## src/iwd_pkg.sv

```systemverilog
`timescale 1ns / 1ps
`default_nettype none
package iwd_pkg;

    localparam logic [6:0] OP_INVALID      = 7'd0;
    localparam logic [6:0] OP_NOP          = 7'd1;
    localparam logic [6:0] OP_SLL          = 7'd2;
    localparam logic [6:0] OP_SRL          = 7'd3;
    localparam logic [6:0] OP_SRA          = 7'd4;
    localparam logic [6:0] OP_SLLV         = 7'd5;
    localparam logic [6:0] OP_SRLV         = 7'd6;
    localparam logic [6:0] OP_SRAV         = 7'd7;
    localparam logic [6:0] OP_JR           = 7'd8;
    localparam logic [6:0] OP_JALR         = 7'd9;
    localparam logic [6:0] OP_SYSCALL      = 7'd10;
    localparam logic [6:0] OP_BREAK        = 7'd11;
    localparam logic [6:0] OP_SYNC         = 7'd12;
    localparam logic [6:0] OP_MFHI         = 7'd13;
    localparam logic [6:0] OP_MTHI         = 7'd14;
    localparam logic [6:0] OP_MFLO         = 7'd15;
    localparam logic [6:0] OP_MTLO         = 7'd16;
    localparam logic [6:0] OP_MULT         = 7'd17;
    localparam logic [6:0] OP_MULTU        = 7'd18;
    localparam logic [6:0] OP_DIV          = 7'd19;
    localparam logic [6:0] OP_DIVU         = 7'd20;
    localparam logic [6:0] OP_ADD          = 7'd21;
    localparam logic [6:0] OP_SLT          = 7'd29;
    localparam logic [6:0] OP_SLTU         = 7'd30;
    localparam logic [6:0] OP_BLTZ         = 7'd31;
    localparam logic [6:0] OP_J            = 7'd32;
    localparam logic [6:0] OP_BGEZ         = 7'd33;
    localparam logic [6:0] OP_BLTZAL       = 7'd34;
    localparam logic [6:0] OP_JAL          = 7'd35;
    localparam logic [6:0] OP_BGEZAL       = 7'd36;
    localparam logic [6:0] OP_BEQ          = 7'd37;
    localparam logic [6:0] OP_BNE          = 7'd38;
    localparam logic [6:0] OP_BLEZ         = 7'd39;
    localparam logic [6:0] OP_BGTZ         = 7'd40;
    localparam logic [6:0] OP_ADDI         = 7'd41;
    localparam logic [6:0] OP_SB           = 7'd56;
    localparam logic [6:0] OP_SH           = 7'd57;
    localparam logic [6:0] OP_SWL          = 7'd58;
    localparam logic [6:0] OP_SW           = 7'd59;
    localparam logic [6:0] OP_SWR          = 7'd60;
    localparam logic [6:0] OP_SC           = 7'd61;
    localparam logic [6:0] OP_LL           = 7'd62;
    localparam logic [6:0] OP_RDHWR_TLS    = 7'd63;
    localparam logic [6:0] OP_SWC1         = 7'd64;
    localparam logic [6:0] OP_LWC1         = 7'd65;
    localparam logic [6:0] OP_BC1T         = 7'd66;
    localparam logic [6:0] OP_BC1F         = 7'd67;
    localparam logic [6:0] OP_MFC1         = 7'd68;
    localparam logic [6:0] OP_CFC1         = 7'd69;
    localparam logic [6:0] OP_MTC1         = 7'd70;
    localparam logic [6:0] OP_CTC1         = 7'd71;
    localparam logic [6:0] OP_ADD_F32      = 7'd72;
    localparam logic [6:0] OP_ADD_F64      = 7'd73;
    localparam logic [6:0] OP_SUB_F32      = 7'd74;
    localparam logic [6:0] OP_ABS_F32      = 7'd80;
    localparam logic [6:0] OP_CVT_F64_F32  = 7'd86;
    localparam logic [6:0] OP_CVT_F64_I32  = 7'd87;
    localparam logic [6:0] OP_CVT_F32_F64  = 7'd88;
    localparam logic [6:0] OP_CVT_F32_I32  = 7'd89;
    localparam logic [6:0] OP_CVT_I32_F32  = 7'd90;
    localparam logic [6:0] OP_CVT_I32_F64  = 7'd91;
    localparam logic [6:0] OP_COMP_F_F32   = 7'd92;

    // major opcodes
    localparam logic [5:0] MAJ_SPECIAL = 6'h00;
    localparam logic [5:0] MAJ_REGIMM  = 6'h01;
    localparam logic [5:0] MAJ_J       = 6'h02;
    localparam logic [5:0] MAJ_JAL     = 6'h03;
    localparam logic [5:0] MAJ_BEQ     = 6'h04;
    localparam logic [5:0] MAJ_BNE     = 6'h05;
    localparam logic [5:0] MAJ_BLEZ    = 6'h06;
    localparam logic [5:0] MAJ_BGTZ    = 6'h07;
    localparam logic [5:0] MAJ_COP1    = 6'h11;
    localparam logic [5:0] MAJ_RDHWR   = 6'h1f;
    localparam logic [5:0] MAJ_SB      = 6'h28;
    localparam logic [5:0] MAJ_SH      = 6'h29;
    localparam logic [5:0] MAJ_SWL     = 6'h2a;
    localparam logic [5:0] MAJ_SW      = 6'h2b;
    localparam logic [5:0] MAJ_SWR     = 6'h2e;
    localparam logic [5:0] MAJ_LL      = 6'h30;
    localparam logic [5:0] MAJ_LWC1    = 6'h31;
    localparam logic [5:0] MAJ_SC      = 6'h38;
    localparam logic [5:0] MAJ_SWC1    = 6'h39;

    localparam logic [4:0] FMT_S = 5'd16;
    localparam logic [4:0] FMT_D = 5'd17;
    localparam logic [4:0] FMT_W = 5'd20;

    localparam logic [5:0]  FN_RDHWR = 6'h3b;
    localparam logic [4:0]  HWR_TLS  = 5'd29;
    localparam logic [31:0] SEG_MASK = 32'hf000_0000;

    typedef struct packed {
        logic [6:0]  op;
        logic [4:0]  reg_s;
        logic [4:0]  reg_t;
        logic [4:0]  reg_d;
        logic [31:0] immediate;
        logic        is_branch;
        logic        ends_block;
    } iwd_result_t;

endpackage
`default_nettype wire

```

## src/iwd_decode.sv

```systemverilog
`timescale 1ns / 1ps
`default_nettype none
module iwd_decode (
    input  wire logic [31:0]        pc,
    input  wire logic [31:0]        word,
    output iwd_pkg::iwd_result_t    result
);
    import iwd_pkg::*;

    logic [5:0]  major, fn;
    logic [4:0]  rs, rt, rd, sa;
    logic [15:0] imm16;
    logic [31:0] pc4, btarget, jtarget;
    logic [6:0]  op, sop, cop;
    logic        folds, dbl;
    logic [31:0] imm;
    logic [4:0]  out_s, out_d;

    assign major = word[31:26];
    assign rs    = word[25:21];
    assign rt    = word[20:16];
    assign rd    = word[15:11];
    assign sa    = word[10:6];
    assign fn    = word[5:0];
    assign imm16 = word[15:0];
    assign pc4   = pc + 32'd4;
    assign btarget = pc4 + {{14{imm16[15]}}, imm16, 2'b00};
    assign jtarget = (pc4 & SEG_MASK) + {4'd0, word[25:0], 2'b00};
    assign dbl   = (rs != FMT_S);

    // SPECIAL function decode
    always_comb begin
        folds = 1'b1;
        case (fn)
            6'h00: sop = OP_SLL;
            6'h02: sop = OP_SRL;
            6'h03: sop = OP_SRA;
            6'h04: sop = OP_SLLV;
            6'h06: sop = OP_SRLV;
            6'h07: sop = OP_SRAV;
            6'h08: begin sop = OP_JR; folds = 1'b0; end
            6'h09: begin sop = OP_JALR; folds = 1'b0; end
            6'h0c: begin sop = OP_SYSCALL; folds = 1'b0; end
            6'h0d: begin sop = OP_BREAK; folds = 1'b0; end
            6'h0f: begin sop = OP_SYNC; folds = 1'b0; end
            6'h10: begin sop = OP_MFHI; folds = 1'b0; end
            6'h11: begin sop = OP_MTHI; folds = 1'b0; end
            6'h12: sop = OP_MFLO;
            6'h13: begin sop = OP_MTLO; folds = 1'b0; end
            6'h18: begin sop = OP_MULT; folds = 1'b0; end
            6'h19: begin sop = OP_MULTU; folds = 1'b0; end
            6'h1a: begin sop = OP_DIV; folds = 1'b0; end
            6'h1b: begin sop = OP_DIVU; folds = 1'b0; end
            6'h20, 6'h21, 6'h22, 6'h23, 6'h24, 6'h25, 6'h26, 6'h27:
                sop = OP_ADD + {4'd0, fn[2:0]};
            6'h2a: sop = OP_SLT;
            6'h2b: sop = OP_SLTU;
            default: begin sop = OP_INVALID; folds = 1'b0; end
        endcase
        if (folds && rd == 5'd0)
            sop = OP_NOP;
    end

    // COP1 function/format decode
    always_comb begin
        case (fn)
            6'h00: begin
                case (rs)
                    5'd0:    cop = OP_MFC1;
                    5'd2:    cop = OP_CFC1;
                    5'd4:    cop = OP_MTC1;
                    5'd6:    cop = OP_CTC1;
                    FMT_S:   cop = OP_ADD_F32;
                    FMT_D:   cop = OP_ADD_F64;
                    default: cop = OP_INVALID;
                endcase
            end
            6'h01, 6'h02, 6'h03:
                cop = OP_SUB_F32 + {4'd0, fn[1:0] - 2'd1, 1'b0} + {6'd0, dbl};
            6'h05, 6'h06, 6'h07:
                cop = OP_ABS_F32 + {4'd0, fn[1:0] - 2'd1, 1'b0} + {6'd0, dbl};
            6'h21: cop = (rs == FMT_S) ? OP_CVT_F64_F32 :
                         (rs == FMT_W) ? OP_CVT_F64_I32 : OP_INVALID;
            6'h20: cop = (rs == FMT_D) ? OP_CVT_F32_F64 :
                         (rs == FMT_W) ? OP_CVT_F32_I32 : OP_INVALID;
            6'h24: cop = (rs == FMT_S) ? OP_CVT_I32_F32 :
                         (rs == FMT_D) ? OP_CVT_I32_F64 : OP_INVALID;
            default: begin
                if (fn[5:4] == 2'b11)
                    cop = OP_COMP_F_F32 + {3'd0, fn[2:0], 1'b0} + {6'd0, dbl};
                else
                    cop = OP_INVALID;
            end
        endcase
    end

    // major opcode decode
    always_comb begin
        op    = OP_INVALID;
        imm   = 32'd0;
        out_s = rs;
        out_d = rd;
        case (major)
            MAJ_SPECIAL: begin
                op = sop;
                if (fn == 6'h00 || fn == 6'h02 || fn == 6'h03)
                    imm = {27'd0, sa};
                else if (fn == 6'h0c || fn == 6'h0d)
                    imm = {12'd0, word[25:6]};
            end
            MAJ_REGIMM: begin
                imm = btarget;
                case (rt)
                    5'd0:    op = (rs != 5'd0) ? OP_BLTZ : OP_NOP;
                    5'd1:    op = (rs != 5'd0) ? OP_BGEZ : OP_J;
                    5'd16:   op = (rs != 5'd0) ? OP_BLTZAL : OP_NOP;
                    5'd17:   op = (rs != 5'd0) ? OP_BGEZAL : OP_JAL;
                    default: op = OP_INVALID;
                endcase
            end
            MAJ_J:    begin imm = jtarget; op = OP_J; end
            MAJ_JAL:  begin imm = jtarget; op = OP_JAL; end
            MAJ_BEQ:  begin imm = btarget; op = (rs == rt) ? OP_J : OP_BEQ; end
            MAJ_BNE:  begin imm = btarget; op = (rs == rt) ? OP_NOP : OP_BNE; end
            MAJ_BLEZ: begin imm = btarget; op = (rs == 5'd0) ? OP_J : OP_BLEZ; end
            MAJ_BGTZ: begin imm = btarget; op = (rs == 5'd0) ? OP_NOP : OP_BGTZ; end
            MAJ_SB:   begin op = OP_SB;   imm = {16'd0, imm16}; end
            MAJ_SH:   begin op = OP_SH;   imm = {16'd0, imm16}; end
            MAJ_SWL:  begin op = OP_SWL;  imm = {16'd0, imm16}; end
            MAJ_SW:   begin op = OP_SW;   imm = {16'd0, imm16}; end
            MAJ_SWR:  begin op = OP_SWR;  imm = {16'd0, imm16}; end
            MAJ_SC:   begin op = OP_SC;   imm = {16'd0, imm16}; end
            MAJ_LL:   begin op = OP_LL;   imm = {16'd0, imm16}; end
            MAJ_SWC1: begin op = OP_SWC1; imm = {16'd0, imm16}; end
            MAJ_LWC1: begin op = OP_LWC1; imm = {16'd0, imm16}; end
            MAJ_RDHWR: begin
                if (fn == FN_RDHWR && rd == HWR_TLS)
                    op = OP_RDHWR_TLS;
            end
            MAJ_COP1: begin
                if (rs == 5'd8) begin
                    imm = btarget;
                    op  = word[16] ? OP_BC1T : OP_BC1F;
                end else begin
                    op    = cop;
                    out_s = rd;
                    out_d = sa;
                end
            end
            default: begin
                // immediate ALU 0x08..0x0f and loads 0x20..0x26
                if (major[5:3] == 3'b001) begin
                    imm = {16'd0, imm16};
                    op  = (rt == 5'd0) ? OP_NOP : OP_ADDI + {4'd0, major[2:0]};
                end else if (major[5:3] == 3'b100 && major[2:0] != 3'b111) begin
                    imm = {16'd0, imm16};
                    op  = (rt == 5'd0) ? OP_NOP :
                          OP_ADDI + 7'd8 + {4'd0, major[2:0]};
                end
            end
        endcase
    end

    // branch and block-end flags
    always_comb begin
        result.op        = op;
        result.reg_s     = out_s;
        result.reg_t     = rt;
        result.reg_d     = out_d;
        result.immediate = imm;
        result.is_branch = (op == OP_J) || (op == OP_JAL) || (op == OP_JR) ||
            (op == OP_JALR) || (op == OP_BEQ) || (op == OP_BNE) ||
            (op == OP_BLEZ) || (op == OP_BGTZ) || (op == OP_BLTZ) ||
            (op == OP_BGEZ) || (op == OP_BLTZAL) || (op == OP_BGEZAL) ||
            (op == OP_BC1F) || (op == OP_BC1T);
        result.ends_block = (op == OP_J) || (op == OP_JR) || (op == OP_BEQ) ||
            (op == OP_BNE) || (op == OP_BLEZ) || (op == OP_BGTZ) ||
            (op == OP_BLTZ) || (op == OP_BGEZ) || (op == OP_BC1F) ||
            (op == OP_BC1T) || (op == OP_BREAK) || (op == OP_INVALID);
    end

endmodule
`default_nettype wire

```

## src/instruction_word_decoder_core.sv

```systemverilog
`timescale 1ns / 1ps
`default_nettype none
// Channel   Dir  tdata fields (low bit up)
// s_axis    in   pc[31:0], word[63:32]
// m_axis    out  op[6:0], reg_s, reg_t, reg_d, immediate[53:22], is_branch, ends_block
//
// A request passes through the input register, decode logic and result
// register. One request per cycle sustained while m_tready stays high; the
// decode stage advances whenever the result register is empty or being
// drained. aresetn clears both valid bits.
// With both registers full, a low m_tready drops s_tready in the same cycle.
module instruction_word_decoder_core (
    input  wire logic        aclk,
    input  wire logic        aresetn,
    input  wire logic        s_tvalid,
    output logic             s_tready,
    input  wire logic [63:0] s_tdata,   // pc, word
    output logic             m_tvalid,
    input  wire logic        m_tready,
    output logic [55:0]      m_tdata    // op, reg_s, reg_t, reg_d, immediate,
                                        // is_branch, ends_block
);
    import iwd_pkg::*;

    logic        in_valid_reg, out_valid_reg;
    logic [63:0] in_data_reg;
    iwd_result_t dec, out_reg;
    logic        out_ready, in_ready;

    assign out_ready = !out_valid_reg || m_tready;
    assign in_ready  = !in_valid_reg || out_ready;
    assign s_tready  = in_ready;

    iwd_decode u_dec (
        .pc     (in_data_reg[31:0]),
        .word   (in_data_reg[63:32]),
        .result (dec)
    );

    // input stage
    always_ff @(posedge aclk) begin
        if (!aresetn) begin
            in_valid_reg <= 1'b0;
        end else if (in_ready) begin
            in_valid_reg <= s_tvalid;
        end
        if (in_ready && s_tvalid)
            in_data_reg <= s_tdata;
    end

    // result stage
    always_ff @(posedge aclk) begin
        if (!aresetn) begin
            out_valid_reg <= 1'b0;
        end else if (out_ready) begin
            out_valid_reg <= in_valid_reg;
        end
        if (out_ready && in_valid_reg)
            out_reg <= dec;
    end

    assign m_tvalid = out_valid_reg;
    assign m_tdata  = {out_reg.ends_block, out_reg.is_branch, out_reg.immediate,
                       out_reg.reg_d, out_reg.reg_t, out_reg.reg_s, out_reg.op};

endmodule
`default_nettype wire

```

## config.mk

```make
export PLATFORM = sky130hd
export DESIGN_NAME = instruction_word_decoder_core
export DESIGN_NICKNAME = d
export VERILOG_FILES = /design/src/iwd_pkg.sv /design/src/iwd_decode.sv /design/src/instruction_word_decoder_core.sv
export SDC_FILE = /design/constraint.sdc
export NUM_CORES = 1
export LEC_CHECK = 0
export ABC_CLOCK_PERIOD_IN_PS = 6060
export BUFFER_PORTS_ARGS = -buffer_cell sky130_fd_sc_hd__buf_2
export CAP_MARGIN = 20
export CORE_MARGIN = 2
export CORE_UTILIZATION = 45
export DETAILED_ROUTE_END_ITERATION = 10
export GPL_ROUTABILITY_DRIVEN = 0
export PLACE_DENSITY_LB_ADDON = 0.12
export SLEW_MARGIN = 20
export SYNTH_ARGS = -nofsm -noshare
export SYNTH_HDL_FRONTEND = slang
export SYNTH_HIERARCHICAL = 1
export SYNTH_SLANG_ARGS = --single-unit
```

## constraint.sdc

```tcl
create_clock -name aclk -period 6.06 [get_ports aclk]
set_input_delay 0.303 -clock aclk [delete_from_list [all_inputs] [get_ports aclk]]
set_output_delay 0.303 -clock aclk [all_outputs]
set_load 0.01 [all_outputs]
```

==> results of run 1 <==
cells in the mapped netlist (all sizes together) (6+ instances only):
library cell / count / area (µm²)
a211oi: 11 / 82.6
and3: 17 / 106
xnor2: 35 / 307
inv: 32 / 120
buf: 14 / 81.3
edfxtp: 120 / 3600
clkbuf: 28 / 105
nor2: 51 / 191
nand3: 30 / 150
nor4: 10 / 77.6
or3: 7 / 43.8
o22ai: 8 / 50.1
nand3b: 8 / 72.6
o211ai: 9 / 72.6
o221ai: 6 / 52.6
nand4: 12 / 75.1
a222oi: 15 / 150
nor3: 29 / 150
o31a: 6 / 52.6
nand2: 76 / 285
nor2b: 7 / 51.3
nand2b: 15 / 93.8
ha: 42 / 526
and2: 6 / 37.5
o21ai: 43 / 215
a21oi: 45 / 225
o21a: 10 / 75.1
a21o: 15 / 113
xor2: 24 / 210
a31oi: 8 / 50.1
final cells by class:
class                      instances  share of cell area
multi-input combinational        624               0.445
sequential                       122               0.382
timing repair buffer             133              0.0720
clock buffer                      18              0.0450
tap                              229              0.0301
clock inverter                    14              0.0131
inverter                          32              0.0126
worst min-delay path by stage:
stage / from / to / slack, ns / cells past startpoint
2_1_floorplan: s_tdata[0] / in_data_reg[0] / 0.40 / 0
3_3_place_gp: s_tdata[4] / in_data_reg[4] / 0.48 / 1
3_5_place_dp: s_tdata[11] / in_data_reg[11] / 0.48 / 1
4_1_cts: s_tdata[39] / in_data_reg[39] / 0.03 / 1
5_1_grt: s_tdata[43] / in_data_reg[43] / 0.03 / 1
6_report: s_tdata[30] / in_data_reg[30] / 0.05 / 1
logic make-up (layout without fill, tap and decap cells):
family / Yosys count / after routing / synth area share
flops: 122 / 122 / 0.446
mux: 5 / 5 / 0.00613
simple gates: 298 / 298 / 0.195
compound gates: 219 / 219 / 0.185
buf+inv: 74 / 197 / 0.0375
xor+xnor: 59 / 59 / 0.0633
fa+ha+maj: 43 / 43 / 0.0668
stage by stage:
| stage | hold WS [ns] | area (µm²) |
|---|---|---|
| floorplan | 0.402 | 8170 |
| global placement | 0.479 | 8970 |
| detailed placement | 0.481 | 8970 |
| CTS | 0.0338 | 9530 |
| global route | 0.0330 | 9530 |
| finish | 0.0488 | 9530 |
per-layer routing:
layer | part of all wire | GRT usage
met5 | 0 | 0
met4 | 0.015 | 0.0744
met3 | 0.071 | 0.0411
met2 | 0.46 | 0.358
met1 | 0.46 | 0.315
worst max-delay path, stage by stage (launching register included):
cell	delay (ns)
edfxtp_1	0.40
ha_1	0.20
nand3_1	0.14
nor3_1	0.44
and3_1	0.35
and2_1	0.24
nand3_1	0.11
xnor2_1	0.14
ha_1	0.36
and3_1	0.24
and3_1	0.22
a21oi_1	0.20
o211ai_1	0.11
a211oi_1	0.30
o21ai_0	0.15
a31oi_1	0.21
xnor2_1	0.14
o22ai_1	0.10
cells in the final DEF (no fill, tap or decap), drive strengths merged, types with 7 or more instances in the layout:
cell    synthesis  layout
buf            14     133
edfxtp        120     120
nand2          76      76
nor2           51      51
a21oi          45      45
o21ai          43      43
ha             42      42
xnor2          35      35
inv            32      34
nand3          30      30
nor3           29      29
xor2           24      24
clkbuf         28      18
and3           17      17
a21o           15      15
nand2b         15      15
a222oi         15      15
nand4          12      12
a211oi         11      11
o21a           10      10
nor4           10      10
o211ai          9       9
a31oi           8       8
o22ai           8       8
nand3b          8       8
or3             7       7
nor2b           7       7
report_power, final:
| part | switching (mW) | total [mW] | internal (mW) |
|---|---|---|---|
| Combinational | 0.227 | 0.394 | 0.167 |
| Clock | 0.389 | 0.952 | 0.563 |
| Sequential | 0.0577 | 1.05 | 0.989 |
==> metrics, run 1 <==
CP Data Arrival Time ~4.5 ns; Max clock buf depth 2; Layout Cells excl Fill ~1200; final design utilization 0.532; post-synthesis sequential area ratio 0.446; critical path type reg -> reg; Die Area 19200 µm²; # rows around 50; Fillers 1633; DRT iter0 DRCs approximately 640; WL/cell 18.8 µm; P_leak approximately 3.7 nW; TritonRoute pass-1 iters 8; H-tree levels 4; Root Buffer clkbuf_16; area taken by multi-input logic gates ~4200 µm²; pwr dens 251 nW/µm²; Starting Density 0.456; Setup crit start in_data_reg[2]; Routed Antenna Nets 0; Antenna diodes 0; CP max FO 7; Mapped Avg Cell Area between 9 and 10 µm²; core region area between 15000 and 20000 µm²; Reg area about 3600 µm²; CP endpoint m_tdata[53]; Setup WS pre-CTS between 1.5 and 2 ns; FF-to-FF End m_tdata[53]; # Max-Cap Violations 0; Final #Nets ~1000; status finished, final reports clean; clock transition at the registers of the reported paths 0.06 ns; global-route usage over all layers 0.226; Yosys warning count 6; chip width 139 µm; share of flip-flops with an asynchronous set or reset 0; reg2reg start in_data_reg[2]; fin crit period ~4.3 ns; Final HPWL DP 15400 µm; Finish-stage setup viols 0; worst-margin pin slew around 1.0 ns; # IOs between 100 and 150; Final Hold Fails 0; Netlist cell types about 80; Reg2Reg Depth 17; Max VDD drop around 0.19 mV; DRC violations left 0; layout cells sized above 1 0.193; Layout area overhead 16.7%; Via density roughly 6.0; WL final approximately 22000 µm; Hold Path Class in -> reg; Clock Skew 0.00678 ns; RSZ-0062 raised after global routing no; r2r setup slk ~1.7 ns; post-synthesis instance total slightly above 800; port bufs 125; total negative slack 0 ns; CTS tree built; first-pass GRT wire length about 34000 µm; Worst setup EP type flop; grt ovf 0; total CTS buffers 17; number of synthesized flops with an enable pin 120; max reg flops between 60 and 70; Seq cells post-synth about 120; nature of the critical path startpoint flop; cts hold-fix bufs 0; CTS sink cnt about 120; max-slew violations 0; Main synth FF type edfxtp_1; fin worst setup slack approximately 1.7 ns; vias in the first global route 6422; routed vias roughly 7000; Die H about 140 µm; Max Freq between 200 and 250 MHz; Post-CTS Resized 0; largest net degree at the start of global routing 65; Worst Path Required between 6 and 7 ns; initial antenna violation count 0; Clock Latency Late Sink roughly 0.42 ns; synthesized area 8170 µm²; placed cell count around 1100; total power approximately 2.4 mW; Final Cycle Share 0.713; max_slew headroom 0.323; setup bufs post-CTS 0; Net Count, Synth 931
(Power assumes the default switching activity.)
==> run 2, diff against run 1 <==
Settings changed: ABC_CLOCK_PERIOD_IN_PS 6060 to 3600.
Clock period 6.06 ns to 3.6 ns, I/O delays scaled along.
==> metrics, run 2 (synthesis results as in run 1) <==
Starting Density 0.456; clock transition at the registers of the reported paths roughly 0.06 ns; vias in the first global route 7323; routed vias just under 8000; nature of the critical path startpoint flop; RSZ-0062 raised after global routing yes; global-route usage over all layers 0.248; Layout area overhead 37.3%; WL/cell around 18 µm; DRC violations left 2; Max VDD drop 0.338 mV; initial antenna violation count 0; # IOs 126; max reg flops 64; max_slew headroom 0.292; Finish-stage setup viols 2; area taken by multi-input logic gates between 4000 and 5000 µm²; grt ovf 0; Clock Skew between 0.009 and 0.01 ns; P_leak 4.55 nW; chip width about 140 µm; Worst Path Required roughly 3.8 ns; Root Buffer clkbuf_16; fin worst setup slack -0.0725 ns; Fillers 1470; DRT iter0 DRCs between 700 and 800; Worst setup EP type flop; Die H 139 µm; Hold Path Class in -> reg; status finished, violations left; fin crit period ~3.7 ns; layout cells sized above 1 0.288; most common cell after layout, fill and taps aside buf_2; first-pass GRT wire length around 38000 µm; total negative slack -0.0941 ns; worst-margin pin slew between 1 and 1.5 ns; largest net degree at the start of global routing 65; CTS sink cnt around 120; Final #Nets approximately 1200; Setup WS pre-CTS -0.316 ns; violated checks DRC, setup timing; Reg area between 3000 and 4000 µm²; core region area between 15000 and 20000 µm²; port bufs 125; Max Freq 272 MHz; WL final roughly 24000 µm; critical path type reg -> reg; commonest non-fill, non-tap cells in the layout 125 x buf_2, 120 x edfxtp_1, 115 x buf_4; Final HPWL DP ~17000 µm; Antenna diodes 0; Clock Latency Late Sink ~0.43 ns; pwr dens between 300 and 400 nW/µm²; total CTS buffers 17; Via density 5.74; CP Data Arrival Time 3.85 ns; CTS tree built; Final Hold Fails 0; # rows slightly below 50; # Max-Cap Violations 0; Die Area just under 20000 µm²; max-slew violations 0; Final Cycle Share 1.02; Max clock buf depth 2; H-tree levels 4; Routed Antenna Nets 0; TritonRoute pass-1 iters 11; CP max FO 4
[run 2: changes by cell type in the layout (fill, tap and decap cells not counted), moves of 4 or more]
cell	before	now
a21oi_1	44	38
a21oi_2	0	5
and3_1	17	12
and3_4	0	5
buf_4	8	115
dlygate4sd3_1	0	65
nor2_1	51	47
[run 2: cell type report]
cell class,instances,area share
multi-input cells,624,0.393
flip-flops and latches,122,0.325
inverters,32,0.0107
well taps,229,0.0255
clock buffers,19,0.0386
repair buffers,307,0.194
clock inverters,12,0.0135
[run 2: metal layers]
| metal | GRT usage | wire, µm | up-vias |
|---|---|---|---|
| li1 | - | - | 3703 |
| met4 | 0.0781 | 467 | 0 |
| met3 | 0.0411 | 1600 | 37 |
| met5 | 0 | 0 | - |
| met1 | 0.341 | 10600 | 3660 |
| met2 | 0.406 | 11500 | 322 |
[run 2: path summary, 6_finish.rpt]
| kind | start | endpoint | slack (ns) | cells after the start |
|---|---|---|---|---|
| max | in_data_reg[2] | m_tdata[46] | -0.07 | 15 |
| min | s_tvalid | in_valid_reg | 0.04 | 3 |
| max reg2reg | in_data_reg[2] | m_tdata[46] | -0.07 | 15 |
| min reg2reg | m_tvalid | in_valid_reg | 0.53 | 2 |
[run 2: timing repair]
action / in CTS / in global routing
endpoints found under the setup margin: 7 / 9
buffers inserted: 10 / 6
resized for setup: 22 / 15
pin swaps: 16 / 15
hold buffers: 65 / 0
endpoints found under the hold margin: 65 / 0
gates cloned: 0 / 0
[run 2: per-stage QoR]
stage | instance area (µm²) | util | hold WS [ns] | cells | power (mW)
after global placement | 9690 | 0.541 | 0.356 | 1233 | 2.53
after detailed placement | 9690 | 0.541 | 0.358 | 1233 | 2.54
after global routing | 11200 | 0.626 | 0.0848 | 1345 | 4.52
after CTS | 11100 | 0.619 | 0.0317 | 1339 | 4.33
after floorplan | 8170 | - | 0.279 | 820 | 2.24
final | 11200 | 0.626 | 0.0381 | 1345 | 4.34
[run 2: power breakdown]
group          internal (mW)  leakage, nW  switching, mW  total, mW
sequential              1.66         1.16         0.0683       1.73
combinational          0.429         3.12          0.464      0.893
clock                   1.08        0.272          0.637       1.72
total                   3.17         4.55           1.17       4.34
[run 2: worst max-delay path: stages, from the launching register on]
cell and delay [ns]:
edfxtp_1 0.42, buf_4 0.15, buf_4 0.12, buf_4 0.12, nand3_1 0.09, xnor2_1 0.13, ha_1 0.29, o21a_1 0.19
o31a_1 0.12, o31a_1 0.30, a311o_1 0.42, o2111ai_2 0.24, a21boi_2 0.09, o21a_1 0.18, or3_1 0.30, a32o_1 0.25
